File: config.mk
export PLATFORM = sky130hd
export DESIGN_NAME = quadrature_encoder_accel_rpm_unit
export DESIGN_NICKNAME = d
export VERILOG_FILES = /design/src/sv/qea_pkg.sv /design/src/sv/qea_divider.sv /design/src/sv/quadrature_encoder_accel_rpm_unit.sv
export SDC_FILE = /design/constraint.sdc
export NUM_CORES = 2
export LEC_CHECK = 0
export BUFFER_PORTS_ARGS = -buffer_cell sky130_fd_sc_hd__buf_2
export CORE_UTILIZATION = 45
export DETAILED_ROUTE_END_ITERATION = 12
export GPL_ROUTABILITY_DRIVEN = 0
export PLACE_DENSITY_LB_ADDON = 0.3
export SYNTH_ARGS = -nofsm -noshare
export SYNTH_HDL_FRONTEND = slang
export SYNTH_SLANG_ARGS = --single-unit
File: constraint.sdc
create_clock -name clock -period 15.4 [get_ports clock]
set_clock_uncertainty 0.05 [all_clocks]
set_input_delay 3.08 -clock clock [delete_from_list [all_inputs] [get_ports clock]]
set_output_delay 3.08 -clock clock [all_outputs]
set_load 0.03 [all_outputs]
File: src/sv/qea_pkg.sv
`default_nettype none
package qea_pkg;
   localparam int SMOOTH_DEPTH = 8;
   localparam int RING_AW = 3;
   localparam int FILL_W = 4;
   localparam logic [31:0] RPM_NUM = 32'd3000000;
   // ceil(2^36 / 125), exact quotient for any 29-bit dividend
   localparam logic [29:0] MS_RECIP = 30'd549755814;

   typedef enum logic [1:0] {
      FUNC_SAMPLE = 2'd0,
      FUNC_RESTART = 2'd1,
      FUNC_DIR = 2'd2,
      FUNC_NONE = 2'd3
   } func_type;

   typedef enum logic [1:0] {
      CSR_LATCH_MODE = 2'd0,
      CSR_DEBOUNCE = 2'd1,
      CSR_FAST = 2'd2,
      CSR_MEDIUM = 2'd3
   } csr_idx_type;

   typedef enum logic [3:0] {
      ST_IDLE, ST_NEWEST, ST_CHECK, ST_COMMIT, ST_CLEAR, ST_SUM, ST_SUMACC,
      ST_AVG, ST_RPM, ST_MS, ST_OUT
   } state_type;

   function automatic logic [1:0] step_code(input logic [3:0] idx);
      // 0 none, 1 plus, 2 minus
      logic [1:0] r;
      begin
         unique case (idx)
            4'd1, 4'd7, 4'd8, 4'd14: r = 2'd2;
            4'd2, 4'd4, 4'd11, 4'd13: r = 2'd1;
            default: r = 2'd0;
         endcase
         return r;
      end
   endfunction
endpackage
`default_nettype wire

File: src/sv/qea_divider.sv
`default_nettype none
module qea_divider
   import qea_pkg::*;
(
   input wire logic clock,
   input wire logic reset,
   input wire logic start,
   input wire logic [34:0] dividend,
   input wire logic [31:0] divisor,
   output logic busy,
   output logic [34:0] quotient
);
   logic [34:0] q_ff, q_in;
   logic [32:0] r_ff, r_in;
   logic [31:0] d_ff, d_in;
   logic [5:0] cnt_ff, cnt_in;
   logic [32:0] trial;
   logic [33:0] diff;

   always_comb begin
      q_in = q_ff;
      r_in = r_ff;
      d_in = d_ff;
      cnt_in = cnt_ff;
      trial = {r_ff[31:0], q_ff[34]};
      diff = {1'b0, trial} - {2'b0, d_ff};
      if (start) begin
         q_in = dividend;
         r_in = '0;
         d_in = divisor;
         cnt_in = 6'd35;
      end else if (cnt_ff != 6'd0) begin
         cnt_in = cnt_ff - 6'd1;
         if (!diff[33]) begin
            r_in = diff[32:0];
            q_in = {q_ff[33:0], 1'b1};
         end else begin
            r_in = trial;
            q_in = {q_ff[33:0], 1'b0};
         end
      end
   end

   always_ff @(posedge clock) begin
      q_ff <= q_in;
      r_ff <= r_in;
      d_ff <= d_in;
      if (reset) begin
         cnt_ff <= '0;
      end else begin
         cnt_ff <= cnt_in;
      end
   end

   assign busy = (cnt_ff != 6'd0);
   assign quotient = q_ff;
endmodule
`default_nettype wire

File: src/sv/quadrature_encoder_accel_rpm_unit.sv
`default_nettype none
// flow: the accepting req edge starts a walk over the filled ring entries, then two 35-step
// divisions run one after another, and ST_MS and ST_OUT register the result before rsp_tvalid
// throughput: one word in flight; the next req word is taken the cycle after the rsp word
// leaves
// reset: synchronous, active high; control and state registers take reset values, the 8-entry ring is read
// through its fill count so it needs no clearing pass
module quadrature_encoder_accel_rpm_unit
   import qea_pkg::*;
(
   input wire logic clock,
   input wire logic reset,
   input wire logic req_tvalid,
   output logic req_tready,
   input wire logic [1:0] req_tuser, // func
   input wire logic [39:0] req_tdata, // level_a, level_b, now_us
   output logic rsp_tvalid,
   input wire logic rsp_tready,
   output logic [79:0] rsp_tdata, // position, direction, interval_ms, rpm
   input wire logic csr_valid,
   output logic csr_ready,
   input wire logic [1:0] csr_index,
   input wire logic [19:0] csr_data
);
   logic [31:0] ring_mem [SMOOTH_DEPTH];
   logic [31:0] rd_ff;
   logic [RING_AW-1:0] rd_addr;
   logic wr_en;
   logic [RING_AW-1:0] wr_addr;
   logic [31:0] wr_data;

   logic [1:0] mode_ff;
   logic [15:0] deb_ff;
   logic [19:0] fast_ff, med_ff;
   logic [1:0] prev_ff;
   logic [31:0] raw_ff, det_ff, rep_ff, last_ff, prior_ff;
   logic [RING_AW-1:0] widx_ff;
   logic [FILL_W-1:0] fill_ff;

   state_type st_ff, st_in;
   logic [31:0] now_ff, diff_ff;
   logic [1:0] dir_ff;
   logic [34:0] sum_ff;
   logic [FILL_W-1:0] i_ff;
   logic [31:0] avg_ff;
   logic [22:0] ms_ff;
   logic [21:0] rpm_ff;
   logic [79:0] out_ff;
   logic out_v_ff;
   logic [1:0] div_sel_ff;

   logic div_start, div_busy;
   logic [34:0] div_num, div_q;
   logic [31:0] div_den;

   qea_divider u_div (
      .clock(clock), .reset(reset), .start(div_start), .dividend(div_num),
      .divisor(div_den), .busy(div_busy), .quotient(div_q)
   );

   func_type fn;
   logic [1:0] pins;
   logic [31:0] now_w, diff_w, dabs, newest;
   logic latched;
   logic [1:0] sc;
   logic [31:0] raw_n;
   logic [31:0] base, delta;
   logic [31:0] span;
   logic [58:0] ms_prod;

   assign fn = func_type'(req_tuser);
   assign pins = {req_tdata[1], req_tdata[0]};
   assign now_w = req_tdata[33:2];
   assign csr_ready = 1'b1;
   assign req_tready = (st_ff == ST_IDLE) && !out_v_ff;
   assign rsp_tvalid = out_v_ff;
   assign rsp_tdata = out_ff;
   assign diff_w = now_w - last_ff;
   assign sc = step_code({prev_ff, pins});
   assign raw_n = (sc == 2'd1) ? raw_ff + 32'd1 : (sc == 2'd2) ? raw_ff - 32'd1 : raw_ff;
   assign newest = rd_ff;
   assign dabs = (diff_ff > newest) ? diff_ff - newest : newest - diff_ff;
   assign base = (mode_ff == 2'd2) ? {raw_ff[31], raw_ff[31:1]} : {{2{raw_ff[31]}}, raw_ff[31:2]};
   assign delta = base - det_ff;
   // ms = floor((span / 8) / 125) through a scaled reciprocal
   assign span = last_ff - prior_ff;
   assign ms_prod = {30'd0, span[31:3]} * {29'd0, MS_RECIP};

   always_comb begin
      unique case (pins)
         2'd3: latched = (mode_ff == 2'd0) || (mode_ff == 2'd2);
         2'd0: latched = (mode_ff == 2'd1) || (mode_ff == 2'd2);
         default: latched = 1'b0;
      endcase
   end

   always_comb begin
      st_in = st_ff;
      unique case (st_ff)
         ST_IDLE: if (req_tvalid && req_tready) begin
            if (fn == FUNC_SAMPLE && pins != prev_ff && latched && diff_w >= {16'd0, deb_ff})
               st_in = ST_NEWEST;
            else
               st_in = ST_SUM;
         end
         ST_NEWEST: st_in = ST_CHECK;
         ST_CHECK: st_in = ST_COMMIT;
         ST_COMMIT: st_in = ST_SUM;
         ST_CLEAR: st_in = ST_SUM;
         ST_SUM: st_in = ST_SUMACC;
         ST_SUMACC: st_in = (i_ff + 4'd1 >= fill_ff) ? ST_AVG : ST_SUMACC;
         ST_AVG: if (!div_busy && div_sel_ff == 2'd1) st_in = ST_RPM;
         ST_RPM: if (!div_busy && div_sel_ff == 2'd2) st_in = ST_MS;
         ST_MS: st_in = ST_OUT;
         ST_OUT: st_in = ST_IDLE;
         default: st_in = ST_IDLE;
      endcase
   end

   always_comb begin
      div_start = 1'b0;
      div_num = {3'd0, span};
      div_den = 32'd1000;
      unique case (st_ff)
         ST_AVG: if (div_sel_ff == 2'd0) begin
            div_start = 1'b1;
            div_num = sum_ff;
            div_den = {28'd0, fill_ff};
         end
         ST_RPM: if (div_sel_ff == 2'd1) begin
            div_start = 1'b1;
            div_num = {3'd0, RPM_NUM};
            div_den = (avg_ff == 32'd0) ? 32'd1 : avg_ff;
         end
         default: div_start = 1'b0;
      endcase
   end

   always_comb begin
      rd_addr = widx_ff - RING_AW'(1);
      if (st_ff == ST_SUMACC)
         rd_addr = widx_ff - RING_AW'(2) - i_ff[RING_AW-1:0];
      wr_en = (st_ff == ST_COMMIT);
      wr_addr = widx_ff;
      wr_data = diff_ff;
   end

   always_ff @(posedge clock) begin
      rd_ff <= ring_mem[rd_addr];
      if (wr_en) ring_mem[wr_addr] <= wr_data;
   end

   always_ff @(posedge clock) begin
      if (reset) begin
         mode_ff <= '0; deb_ff <= 16'd1000; fast_ff <= 20'd5000; med_ff <= 20'd15000;
         prev_ff <= 2'd3; raw_ff <= '0; det_ff <= '0; rep_ff <= '0;
         last_ff <= '0; prior_ff <= '0; widx_ff <= '0; fill_ff <= '0;
         st_ff <= ST_IDLE; out_v_ff <= 1'b0; div_sel_ff <= '0;
      end else begin
         st_ff <= st_in;
         if (csr_valid) begin
            unique case (csr_idx_type'(csr_index))
               CSR_LATCH_MODE: mode_ff <= csr_data[1:0];
               CSR_DEBOUNCE: deb_ff <= csr_data[15:0];
               CSR_FAST: fast_ff <= csr_data;
               CSR_MEDIUM: med_ff <= csr_data;
               default: mode_ff <= mode_ff;
            endcase
         end
         if (out_v_ff && rsp_tready) out_v_ff <= 1'b0;
         unique case (st_ff)
            ST_IDLE: if (req_tvalid && req_tready) begin
               now_ff <= now_w;
               diff_ff <= diff_w;
               dir_ff <= 2'd0;
               div_sel_ff <= 2'd0;
               unique case (fn)
                  FUNC_SAMPLE: if (pins != prev_ff) begin
                     raw_ff <= raw_n;
                     prev_ff <= pins;
                  end
                  FUNC_RESTART: begin
                     prev_ff <= pins; last_ff <= now_w; prior_ff <= now_w;
                     raw_ff <= '0; det_ff <= '0; rep_ff <= '0;
                     widx_ff <= '0; fill_ff <= '0;
                  end
                  FUNC_DIR: begin
                     if ($signed(rep_ff) < $signed(det_ff)) dir_ff <= 2'd1;
                     else if ($signed(rep_ff) > $signed(det_ff)) dir_ff <= 2'd2;
                     rep_ff <= det_ff;
                  end
                  default: dir_ff <= 2'd0;
               endcase
            end
            ST_CHECK: begin
               if (fill_ff != '0 && newest != '0 && dabs * 32'd100 > newest * 32'd30)
                  fill_ff <= '0;
            end
            ST_COMMIT: begin
               if (fill_ff < FILL_W'(SMOOTH_DEPTH)) fill_ff <= fill_ff + FILL_W'(1);
               widx_ff <= widx_ff + RING_AW'(1);
               if (diff_ff < {12'd0, fast_ff}) det_ff <= det_ff + {delta[29:0], 2'b0};
               else if (diff_ff < {12'd0, med_ff}) det_ff <= det_ff + {delta[30:0], 1'b0};
               else det_ff <= base;
               prior_ff <= last_ff;
               last_ff <= now_ff;
            end
            ST_SUM: begin
               sum_ff <= '0;
               i_ff <= '0;
            end
            ST_SUMACC: begin
               if (i_ff < fill_ff) sum_ff <= sum_ff + {3'd0, rd_ff};
               i_ff <= i_ff + FILL_W'(1);
            end
            ST_AVG: begin
               if (div_sel_ff == 2'd0) div_sel_ff <= 2'd1;
               else if (!div_busy) avg_ff <= (fill_ff == '0) ? 32'd0 : div_q[31:0];
            end
            ST_RPM: begin
               if (div_sel_ff == 2'd1) div_sel_ff <= 2'd2;
               else if (!div_busy) rpm_ff <= (avg_ff == '0) ? 22'd0 : div_q[21:0];
            end
            ST_MS: begin
               ms_ff <= ms_prod[58:36];
            end
            ST_OUT: begin
               out_ff <= {1'b0, rpm_ff, ms_ff, dir_ff, det_ff};
               out_v_ff <= 1'b1;
            end
            default: dir_ff <= dir_ff;
         endcase
      end
   end
endmodule
`default_nettype wire
**Yosys cells after proc, flatten, opt, wreduce, memory -nomap -nowiden**

Memories as Yosys holds them, arrays and structs flattened. A register that Yosys moved wholly into a read port is not among the register bits.
Cells that the tools add are included.

- Add/sub/neg operators: 18
- Multiply operators: 3
- Magnitude comparators: 10
- Equal/unequal tests: 34
- Mux-type cells: 63
- Bitwise operators: 5
- Reductions and logical operators: 54

Operators by type and width:

| operator | count |
|---|---|
| 32-bit 2-to-1 mux | 14 |
| 32-bit case mux with 2 select lines | 6 |
| 35-bit 2-to-1 mux | 4 |
| 35-bit case mux with 2 select lines | 2 |
| 32-bit subtractor | 4 |
| 32-bit > comparator | 3 |
| 32-bit adder | 2 |
| 32-bit by 20-bit less-than comparator with 1-bit output | 2 |
| 29-bit by 29-bit multiplier with 58-bit output (second input constant) | 1 |
| 4-bit case mux with 9 select lines | 1 |
| 35-bit by 32-bit adder with 35-bit output | 1 |
| 33-bit by 32-bit subtractor with 34-bit output | 1 |
| 32-bit by 1-bit adder with 32-bit output (second input constant) | 1 |
| 32-bit by 16-bit >= comparator with 1-bit output | 1 |
| 32-bit zero test | 1 |
| 32-bit less-than comparator | 1 |
| 32-bit by 4-bit multiplier with 31-bit output (second input constant) | 1 |
| 32-bit by 5-bit multiplier with 30-bit output (second input constant) | 1 |
| 32-bit nonzero test | 1 |
| 32-bit by 1-bit subtractor with 32-bit output (second input constant) | 1 |
| 31-bit subtractor | 1 |
| 30-bit 2-to-1 mux | 1 |
| 4-bit 2-to-1 mux | 7 |
| 4-bit by 3-bit == test with 1-bit output (second input constant) | 4 |
| other kinds (44) | 125 |

- Register bits after elaboration: 600
- Memory bits (writable): 256
- ROM bits: 32
- Bits of input ports: 69
- Logic and storage cells: 219
- Memories kept: 2

Memory list:

| name | words | width | rd ports | clocked after memory_dff | wr ports | line | text |
|---|---|---|---|---|---|---|---|
| ring_mem | 8 | 32 | 1 | 1 | 1 | quadrature_encoder_accel_rpm_unit.sv:25 | `logic [31:0] ring_mem [SMOOTH_DEPTH];` |
| (name not given) | 16 | 2 | 1 | 0 | 0 | qea_pkg.sv:33 | `unique case (idx)` |

**Depth between registers and ports, before layout**

- Depth in word-level cells: 8
- Mapped depth: 45

**By module**

From an unflattened synthesis, not the netlist that was laid out.

- Cell total of the unflattened synthesis: 7069
- Area total of the unflattened synthesis: 69326.5 um^2

Modules (own cells, without submodules):

| module | instances | cells an instance | area each (um^2) |
|---|---|---|---|
| quadrature_encoder_accel_rpm_unit | 1 | 6486 | 63355.8 |
| qea_divider | 1 | 583 | 5970.7 |

**Least setup slack after synthesis**

OpenSTA, ideal clock, no wires.

- Path type: input port to flip-flop
- Start point: input port reset
- End point: register out_ff[0] (netlist: rsp_tdata[0]) (enable)
- Library setup time: 0.743 ns
- Data arrival time: 11.473 ns
- Data required time: 14.607 ns
- Slack: 3.134 ns
- Stages: 2
- Path buffers: 1
- Cells stage by stage: clkbuf_1 -> nor4b_1

- Word-level cells in the longest chain between the ends: 2

Ends and longest elaborated chain:

| item | line | text |
|---|---|---|
| start: declaration | quadrature_encoder_accel_rpm_unit.sv:12 | `input wire logic reset,` |
| 1-bit inverter (no line) | -- |  |
| 2-bit AND reduction (no line) | -- |  |
| end signal: assignment | quadrature_encoder_accel_rpm_unit.sv:228 | `out_ff <= {1'b0, rpm_ff, ms_ff, dir_ff, det_ff};` |
| end: declaration | quadrature_encoder_accel_rpm_unit.sv:48 | `logic [79:0] out_ff;` |

Every way passes these cells.
A chain may end at the register's enable or synchronous reset.

**Worst setup path after layout**

- Start point: register last_ff[0]
- End point: register ms_ff[21], data pin

- Word-level cells in the longest chain between the ends: 2

Ends and longest elaborated chain:

| item | line | text |
|---|---|---|
| start: declaration | quadrature_encoder_accel_rpm_unit.sv:36 | `logic [31:0] raw_ff, det_ff, rep_ff, last_ff, prior_ff;` |
| start signal: assignment | quadrature_encoder_accel_rpm_unit.sv:183 | `prev_ff <= pins; last_ff <= now_w; prior_ff <= now_w;` |
| start signal: assignment | quadrature_encoder_accel_rpm_unit.sv:206 | `last_ff <= now_ff;` |
| 32-bit subtractor | quadrature_encoder_accel_rpm_unit.sv:86 | `assign span = last_ff - prior_ff;` |
| 29-bit by 29-bit multiplier with 58-bit output | quadrature_encoder_accel_rpm_unit.sv:87 | `assign ms_prod = {30'd0, span[31:3]} * {29'd0, MS_RECIP};` |
| via ms_prod[57] | quadrature_encoder_accel_rpm_unit.sv:69 | `logic [58:0] ms_prod;` |
| end signal: assignment | quadrature_encoder_accel_rpm_unit.sv:225 | `ms_ff <= ms_prod[58:36];` |
| end: declaration | quadrature_encoder_accel_rpm_unit.sv:46 | `logic [22:0] ms_ff;` |

The timed path passes the listed nets, and every way through them passes these cells.

==> flow_summary.yaml <==
clock_network:
  cts.repair.resized: 0
  path_clk_slew_ns: 0.07
  clock-sinks: 888
  clock_latency_ns: 0.73
  hold_buffers: 0
  cts_buffers: 98
  postCtsSetupRepairBufs: 0
  clock_tree.root_cell: "clkbuf_16"
  htree_num_levels: 3
  cts_buffer_depth: 3
  cts_tree: "built"
worst_setup_path:
  crit_top_cell: "fa_1"
  reg2reg_depth: 37
  r2r_end: "ms_ff[21]"
  crit_path_start: "last_ff[0]"
  path_class: "reg2reg"
  startpoint_type: "flip-flop"
  max_stage_delay_ns: 0.76
  cp.required_ns: 15.84
  r2r_start: "last_ff[0]"
  cpMaxStageDelayCell: "o31ai_1"
  critPathArrivalTime_ns: 12.07
  end_kind: "flip-flop"
  critPathMaxFanout: 9
  rrSetupSlack_ns: 3.77
layout:
  final_nets: 8116
  drive_gt1_frac: 0.0865
  fillers: 13600
  seq_area_mm2: 0.0236
  final_common_cell: "ha_1"
  layout_common_cells: "ha_1 (932), inv_1 (838), edfxtp_1 (584), a21oi_1 (441), nor2_1 (422)"
  syn2layout_area_growth_pct: 9.82
  multiInputGateArea_mm2: 0.0409
floorplan:
  core_area_mm2: 0.150
  num_rows: 142
  initial_core_util: 0.454
  die_y_um: 391
  pin_count: 152
  die-area_mm2: 0.153
  die_x_um: 391
synthesis:
  synth_flop_cell: "edfxtp_1"
  synth_edf_count: 584
  ys_ff_latch: 888
  mappedNetlistArea_mm2: 0.0682
  yosysWarnings: 0
  synth_nets: 7987
  seq_area_frac_synth: 0.346
  netlist_instances: 6633
  synthArstFlopShare: 0
  synthDistinctLibCells: 96
  syn_area_per_cell_um2: 10.3
routing:
  drt_iter0_markers: 3388
  num_vias: 49300
  drcViolationCount: 0
  drt_pass1_iterations: 9
  wirelength_mm: 171
  ant_nets: 0
  drt-wirelength-per-cell_um: 19.2
  via_per_inst: 5.55
job:
  drv_cap: 0
grt:
  grt_max_degree: 182
  antenna_found_initial: 38
  grt_first_pass_wirelength_mm: 271
  grtUsageTotal: 0.223
  overflow: 0
  first_global_vias: 49500
placed_design:
  dpl.hpwl_mm: 130
  portBuffers: 143
timing:
  finalMaxSlewViolations: 0
  fmax_ghz: 0.0860
  fin_setup_tns_ns: 0
  fin_crit_sh: 0.755
  grt_setup_unrepaired: "no"
  max-slew-margin-rel: 0.171
  tightestPinTransition_ns: 1.24
  finalCriticalPeriod_ns: 11.63
  hold_violations: 0
  report.final.setup_viol: 0
hold_path:
  min_path_cells: 0
  min_path_type: "reg2reg"
  min_from: "rpm_ff[13]"
  holdPathEnd: "rsp_tdata[70]"
status:
  outcome: "completed"
stage by stage:
stage	area (um^2)	cells	utilization	setup WS (ns)	hold WS, ns
after detailed placement	71500	8678	0.476	3.66	0.355
after CTS	74900	8863	0.499	3.61	0.369
after global placement	71500	8678	0.476	3.70	0.351
final	74900	8873	0.499	3.77	0.368
after global routing	74900	8864	0.499	2.99	0.369
after floorplan	68200	6633	-	3.13	0.350
worst max-delay path: cells and delay by family, from the launching register on:
family                   cells  cell delay [ns]
AO/OA/AOI/OAI               17             5.53
adder cells (fa/ha/maj)     11             4.45
flip-flops                   1             0.34
multiplexers                 1             0.34
AND/OR/NAND/NOR              3             0.33
buffers and inverters        4             0.23
XOR/XNOR                     1             0.11
worst max-delay path by stage:
stage	to	slack, ns	cells past startpoint
finish	ms_ff[21]	3.77	37
global route	ms_ff[21]	2.99	37
CTS	ms_ff[21]	3.61	37
detailed placement	ms_ff[21]	3.66	37
global placement	ms_ff[21]	3.70	37
floorplan	rsp_tdata[0]	3.13	2
metal layers:
| layer | routed length [um] | GRT usage | up-vias |
|---|---|---|---|
| met5 | 242 | 0 | - |
| met4 | 4800 | 0.0684 | 42 |
| met3 | 11000 | 0.0410 | 296 |
| met2 | 81900 | 0.379 | 1186 |
| met1 | 72800 | 0.287 | 24000 |
| li1 | - | - | 23800 |
synthesized netlist by cell type, drive strengths merged, types with 42 or more instances:
cell type  count  share of area
o21a          69         0.0076
nand2b        61         0.0056
a211oi        42         0.0047
nand3        123         0.0090
nand4         60         0.0055
mux4          66          0.022
xor2         113          0.015
nor2b        117          0.011
inv          838          0.046
edfxtp       584           0.26
a21o         186          0.020
dfxtp        304          0.089
fa           353           0.10
xnor2        213          0.027
a21oi        443          0.033
a222oi        63         0.0092
nand2        416          0.023
o21bai        61         0.0067
and2          47         0.0043
mux2          66          0.011
clkbuf       149         0.0082
nor2         429          0.024
o21ai        264          0.019
nor3          98         0.0072
ha           932           0.17
and3          43         0.0039
sequential cells by signal, summed over array words and instances, names as in the netlist, 16 cells and up:
signal / flops
sum_ff: 35
avg_ff: 32
now_ff: 32
u_div.d_ff: 32
u_div.quotient: 35
med_ff: 20
diff_ff: 32
last_ff: 32
rsp_tdata: 79
raw_ff: 32
fast_ff: 20
deb_ff: 16
ring_mem: 256
newest: 32
rep_ff: 32
prior_ff: 32
rpm_ff: 22
ms_ff: 23
u_div.r_ff: 32
det_ff: 32
cells by family (layout without fill, tap and decap cells):
family,after synthesis,in the layout,synth area share
other,2,12,0.000110
multiplexers,161,161,0.0369
adder cells (fa/ha/maj),1285,1285,0.275
AND/OR/NAND/NOR,1517,1517,0.106
buffers and inverters,1029,1243,0.0574
AO/OA/AOI/OAI,1424,1424,0.137
flip-flops,888,888,0.346
XOR/XNOR,327,327,0.0422
cell type report:
cell class                      count  area share
Timing Repair Buffer              219      0.0175
Antenna cell                       10    0.000334
Sequential cell                   888       0.315
Clock inverter                     68      0.0108
Inverter                          839      0.0420
Clock buffer                      117      0.0345
Tap cell                         2016      0.0337
Multi-Input combinational cell   4716       0.546
Power is left out: the tool's default activity adds up to more than one toggle a clock period on the data nets, which glitch-free logic cannot reach.
